`config.mk`:
```
export PLATFORM = sky130hd
export DESIGN_NAME = logger_response_checksum_check
export DESIGN_NICKNAME = d
export VERILOG_FILES = /design/src/hdl/lrcc_pkg.sv /design/src/hdl/lrcc_atoi.sv /design/src/hdl/logger_response_checksum_check.sv
export SDC_FILE = /design/constraint.sdc
export NUM_CORES = 1
export LEC_CHECK = 0
export ABC_AREA = 1
export BUFFER_PORTS_ARGS = -buffer_cell sky130_fd_sc_hd__buf_2
export CORE_ASPECT_RATIO = 0.8
export CORE_MARGIN = 5
export CORE_UTILIZATION = 55
export DETAILED_ROUTE_END_ITERATION = 8
export PLACE_DENSITY = 0.82
export SYNTH_ARGS = -nofsm -noshare
export SYNTH_HDL_FRONTEND = slang
export SYNTH_SLANG_ARGS = --single-unit
```
`constraint.sdc`:
```
create_clock -name clock -period 8 [get_ports clock]
set_input_delay 0.4 -clock clock [delete_from_list [all_inputs] [get_ports clock]]
set_output_delay 0.4 -clock clock [all_outputs]
set_load 0.05 [all_outputs]
```
`src/hdl/lrcc_pkg.sv`:
```
package lrcc_pkg;

   // ASCII codes the checker reacts to
   localparam logic [7:0] CHAR_C     = 8'h43;  // 'C'
   localparam logic [7:0] CHAR_L     = 8'h4C;  // 'L'
   localparam logic [7:0] CHAR_DOT   = 8'h2E;  // '.'
   localparam logic [7:0] CHAR_PLUS  = 8'h2B;  // '+'
   localparam logic [7:0] CHAR_MINUS = 8'h2D;  // '-'
   localparam logic [7:0] CHAR_ZERO  = 8'h30;  // '0'
   localparam logic [7:0] CHAR_NINE  = 8'h39;  // '9'
   localparam logic [7:0] CHAR_SPACE = 8'h20;
   localparam logic [7:0] CHAR_TAB   = 8'h09;
   localparam logic [7:0] CHAR_CR    = 8'h0D;

   localparam int SUM_W   = 13;   // running sum mod 8192
   localparam int TOTAL_W = 14;   // sum plus the 'C' weight
   localparam int DOT_W   = 13;
   localparam int NUM_W   = 14;   // decimal value, at most 9999
   localparam int RCV_W   = 15;

   localparam logic [TOTAL_W-1:0] C_WEIGHT = TOTAL_W'(67);
   localparam logic [DOT_W-1:0]   DOT_MAX  = {DOT_W{1'b1}};
   localparam logic [1:0]         LAST_POS = 2'd3;

   // number reader stages
   localparam logic [1:0] STAGE_SKIP   = 2'd0;
   localparam logic [1:0] STAGE_DIGITS = 2'd1;
   localparam logic [1:0] STAGE_STOP   = 2'd2;

   typedef struct packed {
      logic [1:0]       stage;
      logic             negative;
      logic [NUM_W-1:0] value;
   } num_state_type;

   localparam num_state_type NUM_RESET = '{stage: STAGE_SKIP, negative: 1'b0,
                                           value: '0};

endpackage

```
`src/hdl/lrcc_atoi.sv`:
```
// One step of the decimal reader: next reader state for one byte.
module lrcc_atoi (
   input  logic [7:0]                  byte_value,
   input  lrcc_pkg::num_state_type     num_cur,
   output lrcc_pkg::num_state_type     num_next
);

   logic             is_white;
   logic             is_digit;
   logic [7:0]       digit_full;
   logic [3:0]       digit;
   logic [16:0]      scaled;

   assign is_white   = (byte_value == lrcc_pkg::CHAR_SPACE) ||
                       (byte_value >= lrcc_pkg::CHAR_TAB && byte_value <= lrcc_pkg::CHAR_CR);
   assign is_digit   = (byte_value >= lrcc_pkg::CHAR_ZERO) &&
                       (byte_value <= lrcc_pkg::CHAR_NINE);
   assign digit_full = byte_value - lrcc_pkg::CHAR_ZERO;
   assign digit      = digit_full[3:0];
   // value * 10 + digit; never exceeds 9999 within four bytes
   assign scaled     = ({3'b000, num_cur.value} << 3) + ({3'b000, num_cur.value} << 1)
                       + {13'd0, digit};

   always_comb begin
      num_next = num_cur;
      case (num_cur.stage)
         lrcc_pkg::STAGE_SKIP: begin
            if (is_white) begin
               num_next = num_cur;
            end else if (byte_value == lrcc_pkg::CHAR_PLUS ||
                         byte_value == lrcc_pkg::CHAR_MINUS) begin
               num_next.negative = (byte_value == lrcc_pkg::CHAR_MINUS);
               num_next.stage    = lrcc_pkg::STAGE_DIGITS;
            end else if (is_digit) begin
               num_next.value = {{(lrcc_pkg::NUM_W-4){1'b0}}, digit};
               num_next.stage = lrcc_pkg::STAGE_DIGITS;
            end else begin
               num_next.stage = lrcc_pkg::STAGE_STOP;
            end
         end
         lrcc_pkg::STAGE_DIGITS: begin
            if (is_digit) begin
               num_next.value = scaled[lrcc_pkg::NUM_W-1:0];
            end else begin
               num_next.stage = lrcc_pkg::STAGE_STOP;
            end
         end
         default: begin
            num_next = num_cur;   // stopped: later bytes ignored
         end
      endcase
   end

endmodule

```
`src/hdl/logger_response_checksum_check.sv`:
```
// Channel   Dir  Ports                                    Moves
// req       in   req_valid/req_ready, req_resp_byte       one response byte per item
// rsp       out  rsp_valid/rsp_ready, rsp_checksum_ok,    one check result per item
//                rsp_cell_count, rsp_computed_sum,
//                rsp_received_checksum
//
// One byte per cycle sustained, except while a held result stalls the input. A byte
// is captured in the input register, then updates the summing / number-reading
// state from that register; the fourth byte after 'C' loads the result register,
// so a result passes through the input and result registers. Synchronous reset
// clears all control state and both valid flags. A held result only stalls the
// byte that would produce the next result; other bytes keep flowing past it.
module logger_response_checksum_check (
   input  logic                                clock,
   input  logic                                reset,
   input  logic                                req_valid,
   output logic                                req_ready,
   input  logic [7:0]                          req_resp_byte,
   output logic                                rsp_valid,
   input  logic                                rsp_ready,
   output logic                                rsp_checksum_ok,
   output logic [lrcc_pkg::DOT_W-1:0]          rsp_cell_count,
   output logic [lrcc_pkg::TOTAL_W-1:0]        rsp_computed_sum,
   output logic signed [lrcc_pkg::RCV_W-1:0]   rsp_received_checksum
);

   // input register
   logic        in_valid_ff, in_valid_in;
   logic [7:0]  in_byte_ff, in_byte_in;

   // checker state
   logic                          phase_ff, phase_in;   // 1 = reading the number
   logic [lrcc_pkg::SUM_W-1:0]    sum_ff, sum_in;
   logic                          l_seen_ff, l_seen_in;
   logic [lrcc_pkg::DOT_W-1:0]    dot_ff, dot_in;
   logic [1:0]                    pos_ff, pos_in;
   lrcc_pkg::num_state_type       num_ff, num_in;
   lrcc_pkg::num_state_type       num_step;

   // result register
   logic                                rsp_valid_ff, rsp_valid_in;
   logic                                ok_ff, ok_in;
   logic [lrcc_pkg::DOT_W-1:0]          cell_ff, cell_in;
   logic [lrcc_pkg::TOTAL_W-1:0]        total_ff, total_in;
   logic signed [lrcc_pkg::RCV_W-1:0]   rcv_ff, rcv_in;

   logic                                out_free;
   logic                                makes_result;
   logic                                advance;
   logic                                load_rsp;
   logic signed [lrcc_pkg::RCV_W-1:0]   rcv_mag;

   lrcc_atoi u_atoi (
      .byte_value (in_byte_ff),
      .num_cur    (num_ff),
      .num_next   (num_step)
   );

   assign out_free     = !rsp_valid_ff || rsp_ready;
   assign makes_result = phase_ff && (pos_ff == lrcc_pkg::LAST_POS);
   assign advance      = in_valid_ff && (!makes_result || out_free);
   assign load_rsp     = advance && makes_result;
   assign req_ready    = !in_valid_ff || advance;

   assign in_valid_in  = (req_valid && req_ready) || (in_valid_ff && !advance);
   assign in_byte_in   = (req_valid && req_ready) ? req_resp_byte : in_byte_ff;

   // result fields from the sum so far and the number after the last byte
   assign total_in = {1'b0, sum_ff} + lrcc_pkg::C_WEIGHT;
   assign rcv_mag  = $signed({1'b0, num_step.value});
   assign rcv_in   = num_step.negative ? -rcv_mag : rcv_mag;
   assign ok_in    = (rcv_in == $signed({1'b0, total_in}));
   assign cell_in  = dot_ff;

   assign rsp_valid_in = (rsp_valid_ff && !rsp_ready) || load_rsp;

   always_comb begin
      phase_in  = phase_ff;
      sum_in    = sum_ff;
      l_seen_in = l_seen_ff;
      dot_in    = dot_ff;
      pos_in    = pos_ff;
      num_in    = num_ff;
      if (advance) begin
         if (!phase_ff) begin
            if (in_byte_ff == lrcc_pkg::CHAR_C) begin
               // 'C' ends the body and is not summed
               phase_in = 1'b1;
               pos_in   = 2'd0;
               num_in   = lrcc_pkg::NUM_RESET;
            end else begin
               if (in_byte_ff == lrcc_pkg::CHAR_L) begin
                  l_seen_in = 1'b1;
               end
               if (!l_seen_ff && in_byte_ff == lrcc_pkg::CHAR_DOT &&
                   dot_ff != lrcc_pkg::DOT_MAX) begin
                  dot_in = dot_ff + 1'b1;
               end
               // wraps at 8192 by width
               sum_in = sum_ff + {{(lrcc_pkg::SUM_W-8){1'b0}}, in_byte_ff};
            end
         end else if (!makes_result) begin
            num_in = num_step;
            pos_in = pos_ff + 1'b1;
         end else begin
            // result goes out; start a new response
            phase_in  = 1'b0;
            sum_in    = '0;
            l_seen_in = 1'b0;
            dot_in    = '0;
            pos_in    = 2'd0;
            num_in    = lrcc_pkg::NUM_RESET;
         end
      end
   end

   always_ff @(posedge clock) begin
      if (reset) begin
         in_valid_ff  <= 1'b0;
         phase_ff     <= 1'b0;
         sum_ff       <= '0;
         l_seen_ff    <= 1'b0;
         dot_ff       <= '0;
         pos_ff       <= 2'd0;
         num_ff       <= lrcc_pkg::NUM_RESET;
         rsp_valid_ff <= 1'b0;
      end else begin
         in_valid_ff  <= in_valid_in;
         phase_ff     <= phase_in;
         sum_ff       <= sum_in;
         l_seen_ff    <= l_seen_in;
         dot_ff       <= dot_in;
         pos_ff       <= pos_in;
         num_ff       <= num_in;
         rsp_valid_ff <= rsp_valid_in;
      end
   end

   // payload registers, no reset
   always_ff @(posedge clock) begin
      in_byte_ff <= in_byte_in;
      if (load_rsp) begin
         ok_ff    <= ok_in;
         cell_ff  <= cell_in;
         total_ff <= total_in;
         rcv_ff   <= rcv_in;
      end
   end

   assign rsp_valid             = rsp_valid_ff;
   assign rsp_checksum_ok       = ok_ff;
   assign rsp_cell_count        = cell_ff;
   assign rsp_computed_sum      = total_ff;
   assign rsp_received_checksum = rcv_ff;

endmodule

```
# Yosys cells after proc, flatten, opt, wreduce, memory -nomap -nowiden
# Cells that the tools add are included.
word_totals:
  register_bits: 100
  in_bits: 12
  out_inout_bits: 45
  elab_cells: 105
classes:
  n_addsub: 8
  order_cmp: 4
  eq_ne: 15
  muxes: 31
  reduce_logical: 32
ops:
  columns: ["op", "count"]
  rows:
  - ["$mux 13", 6]
  - ["$mux 17", 4]
  - ["$mux 14", 3]
  - ["$eq 8x6->1 const B", 4]
  - ["$pmux 14 s2", 1]
  - ["$eq 8x7->1 const B", 2]
  - ["$eq 15x15->1", 1]
  - ["$mux 15", 1]
  - ["$neg 14->15", 1]
  - ["$add 13x7->14 const B", 1]
  - ["$add 14x14->14", 1]
  - ["$add 14x4->14", 1]
  - ["$add 13x1->13 const B", 1]
  - ["$add 13x8->13", 1]
  - ["$ne 13x13->1 const B", 1]
  - ["$mux 2", 6]
  - ["$logic_and 1x1->1", 10]
  - ["$mux 1", 9]
  - ["$ge 8x4->1 const B", 1]
  - ["$ge 8x6->1 const B", 1]
  - ["$le 8x4->1 const B", 1]
  - ["$le 8x6->1 const B", 1]
  - ["$ne 4x4->1 const B", 2]
  - ["$reduce_and 4->1", 2]
  - ["15 further kinds", 28]

# Logic depth before layout (Yosys ltp)
depth:
  word_depth: 9
  depth_mapped: 24

# By module
# From an unflattened synthesis, not the netlist that was laid out.
unflattened:
  cells_unflattened: 906
  hier_area_um2: 6442.4
by_module_without_submodules:
  columns: ["mod", "n_inst", "cells_each", "area_each_um2"]
  rows:
  - ["logger_response_checksum_check", 1, 669, 5183.7]
  - ["lrcc_atoi", 1, 237, 1258.7]

# Least setup slack after synthesis
# Ideal clock, no wire load.
synth_timing:
  path_kind: "register to register"
  start: "reg in_byte_ff[3]"
  end: "reg ok_ff, in the netlist rsp_checksum_ok (data pin)"
  setup_ps: 251
  t_arrival_ps: 2948
  required_ps: 7749
  slack_ps: 4800
  path_stages_with_launch: 21
  n_path_buf: 0
  period_less_slack_ps: 3200
  path_cell_list: "edfxtp_1 -> inv_1 -> fa_1 -> inv_1 -> fa_1 -> nand3_1 -> nand3_1 -> nand2_1 -> nand3_1 -> nand3_1 -> nand2_1 -> o21ai_1 -> nand2_4 -> nor2_4 -> nand3_1 -> nand2_2 -> nand2_1 -> nand2_1 -> nor2_1 -> nand2_1 -> nor2_1"
synth_via:
  elab_chain_len: 9
  elab_cells_between_ends: 23
  cone_classes: "add/sub: 3; order compare: 4; eq/ne: 4; mux: 8; reduce/logical: 4"
synth_lines:
  columns: ["element", "line", "text"]
  rows:
  - ["start, declared", "logger_response_checksum_check.sv:29", "logic [7:0] in_byte_ff, in_byte_in;"]
  - ["start signal, assigned", "logger_response_checksum_check.sv:141", "in_byte_ff <= in_byte_in;"]
  - ["parallel branches: the longest is 7 deep, another holds $neg 14->15", null, null]
  - ["$mux 15 *", "logger_response_checksum_check.sv:71", "assign rcv_in = num_step.negative ? -rcv_mag : rcv_mag;"]
  - ["via rcv_in, one bit", "logger_response_checksum_check.sv:45", "logic signed [lrcc_pkg::RCV_W-1:0] rcv_ff, rcv_in;"]
  - ["$eq 15x15->1 *", "logger_response_checksum_check.sv:72", "assign ok_in = (rcv_in == $signed({1'b0, total_in}));"]
  - ["via ok_in", "logger_response_checksum_check.sv:42", "logic ok_ff, ok_in;"]
  - ["end signal, assigned", "logger_response_checksum_check.sv:143", "ok_ff <= ok_in;"]
  - ["end, declared", "logger_response_checksum_check.sv:42", null]
# Mark *: on every way through the listed nets, which the timed path passes. The select of a mux whose other input is x is not followed.
# A chain may end at the register's enable or synchronous reset.

# Worst setup path in the final report
layout_timing:
  start: "reg in_byte_ff[3]"
  end: "reg ok_ff, in the netlist rsp_checksum_ok (data pin)"
layout_via:
  elab_chain_len: 9
  elab_cells_between_ends: 23
  cone_classes: "add/sub: 3; order compare: 4; eq/ne: 4; mux: 8; reduce/logical: 4"
layout_lines:
  columns: ["element", "line"]
  rows:
  - ["parallel branches: the longest is 7 deep, another holds $neg 14->15", null]
  - ["$mux 15 *", "logger_response_checksum_check.sv:71"]
  - ["$eq 15x15->1 *", "logger_response_checksum_check.sv:72"]
  - ["via ok_in", "logger_response_checksum_check.sv:42"]
# Marks and branches as above.

==> key figures <==
Synthesis
  • Area share of the largest cell type after synthesis: 0.2544
  • Yosys top cell by area: edfxtp_1
  • Gate count after technology mapping: 803
  • Syn Nets: 852
  • Avg Inst Size Synth: 7.498 µm²
  • Seq cells post-synth: 100
  • Mapped Area: approximately 6000 µm²
  • Top cells by area, synth: edfxtp_1, dfxtp_1, nand2_1
  • Post-synthesis sequential area ratio: 0.4173
  • Yosys cell types: 40
  • Yosys warns: 0

STA
  • F_max: approximately 0.27 GHz
  • Period utilization: 0.4574
  • Slew Viols, Final: 0
  • Setup ws final: 4341 ps
  • Relative slew margins: 0.3610
  • Measured slew at the worst slew-check pin: about 960 ps
  • Setup TNS Final: 0 ps
  • Final Hold Vio Count: 0
  • Setup-failing EPs final: 0
  • Min cycle time layout: 3659 ps
  • Unrepaired setup endpoints after global routing: false
  • Fin Clk Skew: 10.84 ps

Worst setup path
  • Critical path class: reg -> reg
  • Worst path required time: 8200 ps
  • Nature of the critical path endpoint: register
  • Worst-path maximum fanout: 7
  • Worst path arrival time: 3860 ps
  • CP startpoint kind: register

Clock network
  • Hold Buf Count CTS: 0
  • Clk buf depth: 2
  • Root buf cell: clkbuf_16
  • Htree depth: 3
  • Worst-skew pair later-pin latency: 350 ps
  • Post-CTS setup buffers: 0
  • Sink Count: 100
  • TritonCTS Buffers: 9
  • CTS tree: built
  • Clk slew on worst S/H paths: roughly 70 ps
  • Post-CTS Resized: 0

Floorplanning
  • Initial core utilization: 0.5572
  • Die width: approximately 130 µm
  • IO Count: 57
  • Core area: approximately 11,000 µm²
  • Die area: 13,150 µm²
  • Die height: 103.6 µm
  • Row count: 34

Flow run
  • Max Cap Violations: 0

Power
  • Pleak: 3.262 nW
  • Power Dens Cells: 170.7 nW/µm²
  • Worst vdd ir: 123.8 µV

Layout
  • Layout cells sized above 1: 0.1152
  • Layout area overhead: 12.91%
  • # diodes: 0
  • Total Nets Final: 912

Placement
  • Post-DP HPWL: 10,430 µm
  • Dpl ws: roughly 4400 ps
  • # port buffers: between 50 and 60
  • Final RePlAce weighted congestion: 0.9174

Drt
  • 1st-iter DRT viols: 393
  • DR top layer: met4
  • Drt total wl: approximately 14,000 µm
  • Post-route DRC: 0
  • Wl on met1: 6712 µm
  • Via Count: 5,371
  • Antenna-violating nets left: 0
  • Drt via density: 5.307
  • Met2 WL: 6094 µm
  • WL met3: ~870 µm
  • TritonRoute pass-1 iters: 5
  • Wire per inst: 13.64 µm

Global routing
  • Vias in the first global route: 4,833
  • Antenna violations before repair: 0
  • Total GRT Usage: 0.2133
  • Gr ovfl total: 0
  • Global-route wire length before repair: 23,150 µm
  • Largest net degree at the start of global routing: 47

Hold path
  • Worst hold path class: in -> reg

Run status
  • Outcome: completed
-- per-layer routing --
| metal | vias up | track usage |
|---|---|---|
| met2 | 173 | 0.3278 |
| li1 | 2742 | - |
| met1 | 2441 | 0.3116 |
| met5 | - | 0 |
| met4 | 0 | 0.04288 |
| met3 | 15 | 0.04578 |
-- power by group --
| part | internal (mW) | total [mW] | switching, mW |
|---|---|---|---|
| Sequential | 0.545 | 0.557 | 0.0120 |
| Combinational | 0.0329 | 0.0985 | 0.0656 |
| Clock | 0.308 | 0.505 | 0.196 |
| Total | 0.886 | 1.16 | 0.274 |
-- path summary, 6_finish.rpt --
kind | from | to | slack [ps] | cells past startpoint
min reg2reg | cell_in[10] | rsp_cell_count[10] | 460 | 0
max reg2reg | in_byte_ff[3] | rsp_checksum_ok | 4340 | 17
min | req_resp_byte[0] | in_byte_ff[0] | 220 | 1
max | in_byte_ff[3] | rsp_checksum_ok | 4340 | 17
-- worst max-delay path, stage by stage (launching register included) --
cell and delay (ps):
edfxtp_1 530, inv_1 140, fa_1 540, inv_1 60
fa_1 490, nand3_1 110, nand3_1 120, nand2_1 110
nand3_1 70, nand3_1 80, nand2_1 130, o21ai_0 320
nand3_1 180, a21oi_1 220, nand2_1 90, nor2_1 100
nand3_1 80, nor2_1 130
-- final cells by class --
class / instances / area (µm²)
fillers: 943 / 4008
multi-input cells: 572 / 3008
flip-flops and latches: 100 / 2512
inverters: 123 / 461.7
repair buffers: 57 / 287.8
clock buffers: 9 / 225.2
well taps: 144 / 180.2
clock inverters: 7 / 122.6
-- state kept, by name (all words and copies together) (netlist names) --
register and cells:
sum_ff 13, rsp_received_checksum 15, pos_ff 2, phase_ff 1, rsp_valid 1, l_seen_ff 1
in_valid_ff 1, rsp_computed_sum 14, in_byte_ff 8, rsp_cell_count 13, cell_in 13, rsp_checksum_ok 1
num_ff 17
-- cell families after synthesis --
kind of cell	after synthesis	synth area share
buf+inv	131	0.08312
flops	100	0.4173
simple gates	422	0.3055
xor+xnor	20	0.02909
fa+ha+maj	37	0.08063
compound gates	93	0.08437
-- placed cells by master (no fill, tap or decap), types with 2 or more instances in the layout --
cell,n
a211oi_1,2
a21oi_1,50
a31oi_1,2
buf_2,56
bufinv_16,3
clkbuf_16,9
dfxtp_1,49
edfxtp_1,51
fa_1,3
ha_1,34
inv_1,118
inv_2,5
nand2_1,238
nand2_2,8
nand2_4,2
nand3_1,75
nand3b_1,6
nand4_1,12
nor2_1,57
nor2_2,2
nor2_4,4
nor3_1,10
nor3b_1,2
o21a_1,2
o21ai_0,25
o21ai_1,3
o22ai_1,3
or2_2,2
xnor2_1,4
xor2_1,16
-- cells in the mapped netlist, drive strengths merged --
| cell | count |
|---|---|
| o21a | 2 |
| o21bai | 1 |
| a211oi | 2 |
| buf | 2 |
| a31oi | 2 |
| o22ai | 3 |
| nor3 | 10 |
| a22oi | 1 |
| fa | 3 |
| and3 | 1 |
| ha | 34 |
| xor2 | 16 |
| nor2 | 63 |
| or2 | 3 |
| clkbuf | 6 |
| nor3b | 2 |
| nand3 | 76 |
| xnor2 | 4 |
| dfxtp | 49 |
| nor4 | 1 |
| o21ai | 30 |
| nand3b | 6 |
| a21oi | 51 |
| nand2 | 248 |
| nand4 | 12 |
| inv | 123 |
| o31ai | 1 |
| edfxtp | 51 |
-- through the flow --
| stage | hold WS, ps | instance area [µm²] | power, mW | cells | util |
|---|---|---|---|---|---|
| 2_1_floorplan | 430.5 | 6021 | 0.6388 | 803 | - |
| 3_3_place_gp | 441.1 | 6450 | 0.6615 | 996 | 0.5969 |
| 3_5_place_dp | 452.1 | 6450 | 0.6640 | 996 | 0.5969 |
| 4_1_cts | 217.2 | 6798 | 1.163 | 1012 | 0.6291 |
| 5_1_grt | 215.7 | 6798 | 1.202 | 1012 | 0.6291 |
| 6_report | 223.4 | 6798 | 1.160 | 1012 | 0.6291 |
Note: power is estimated with default switching activity, not from simulation.
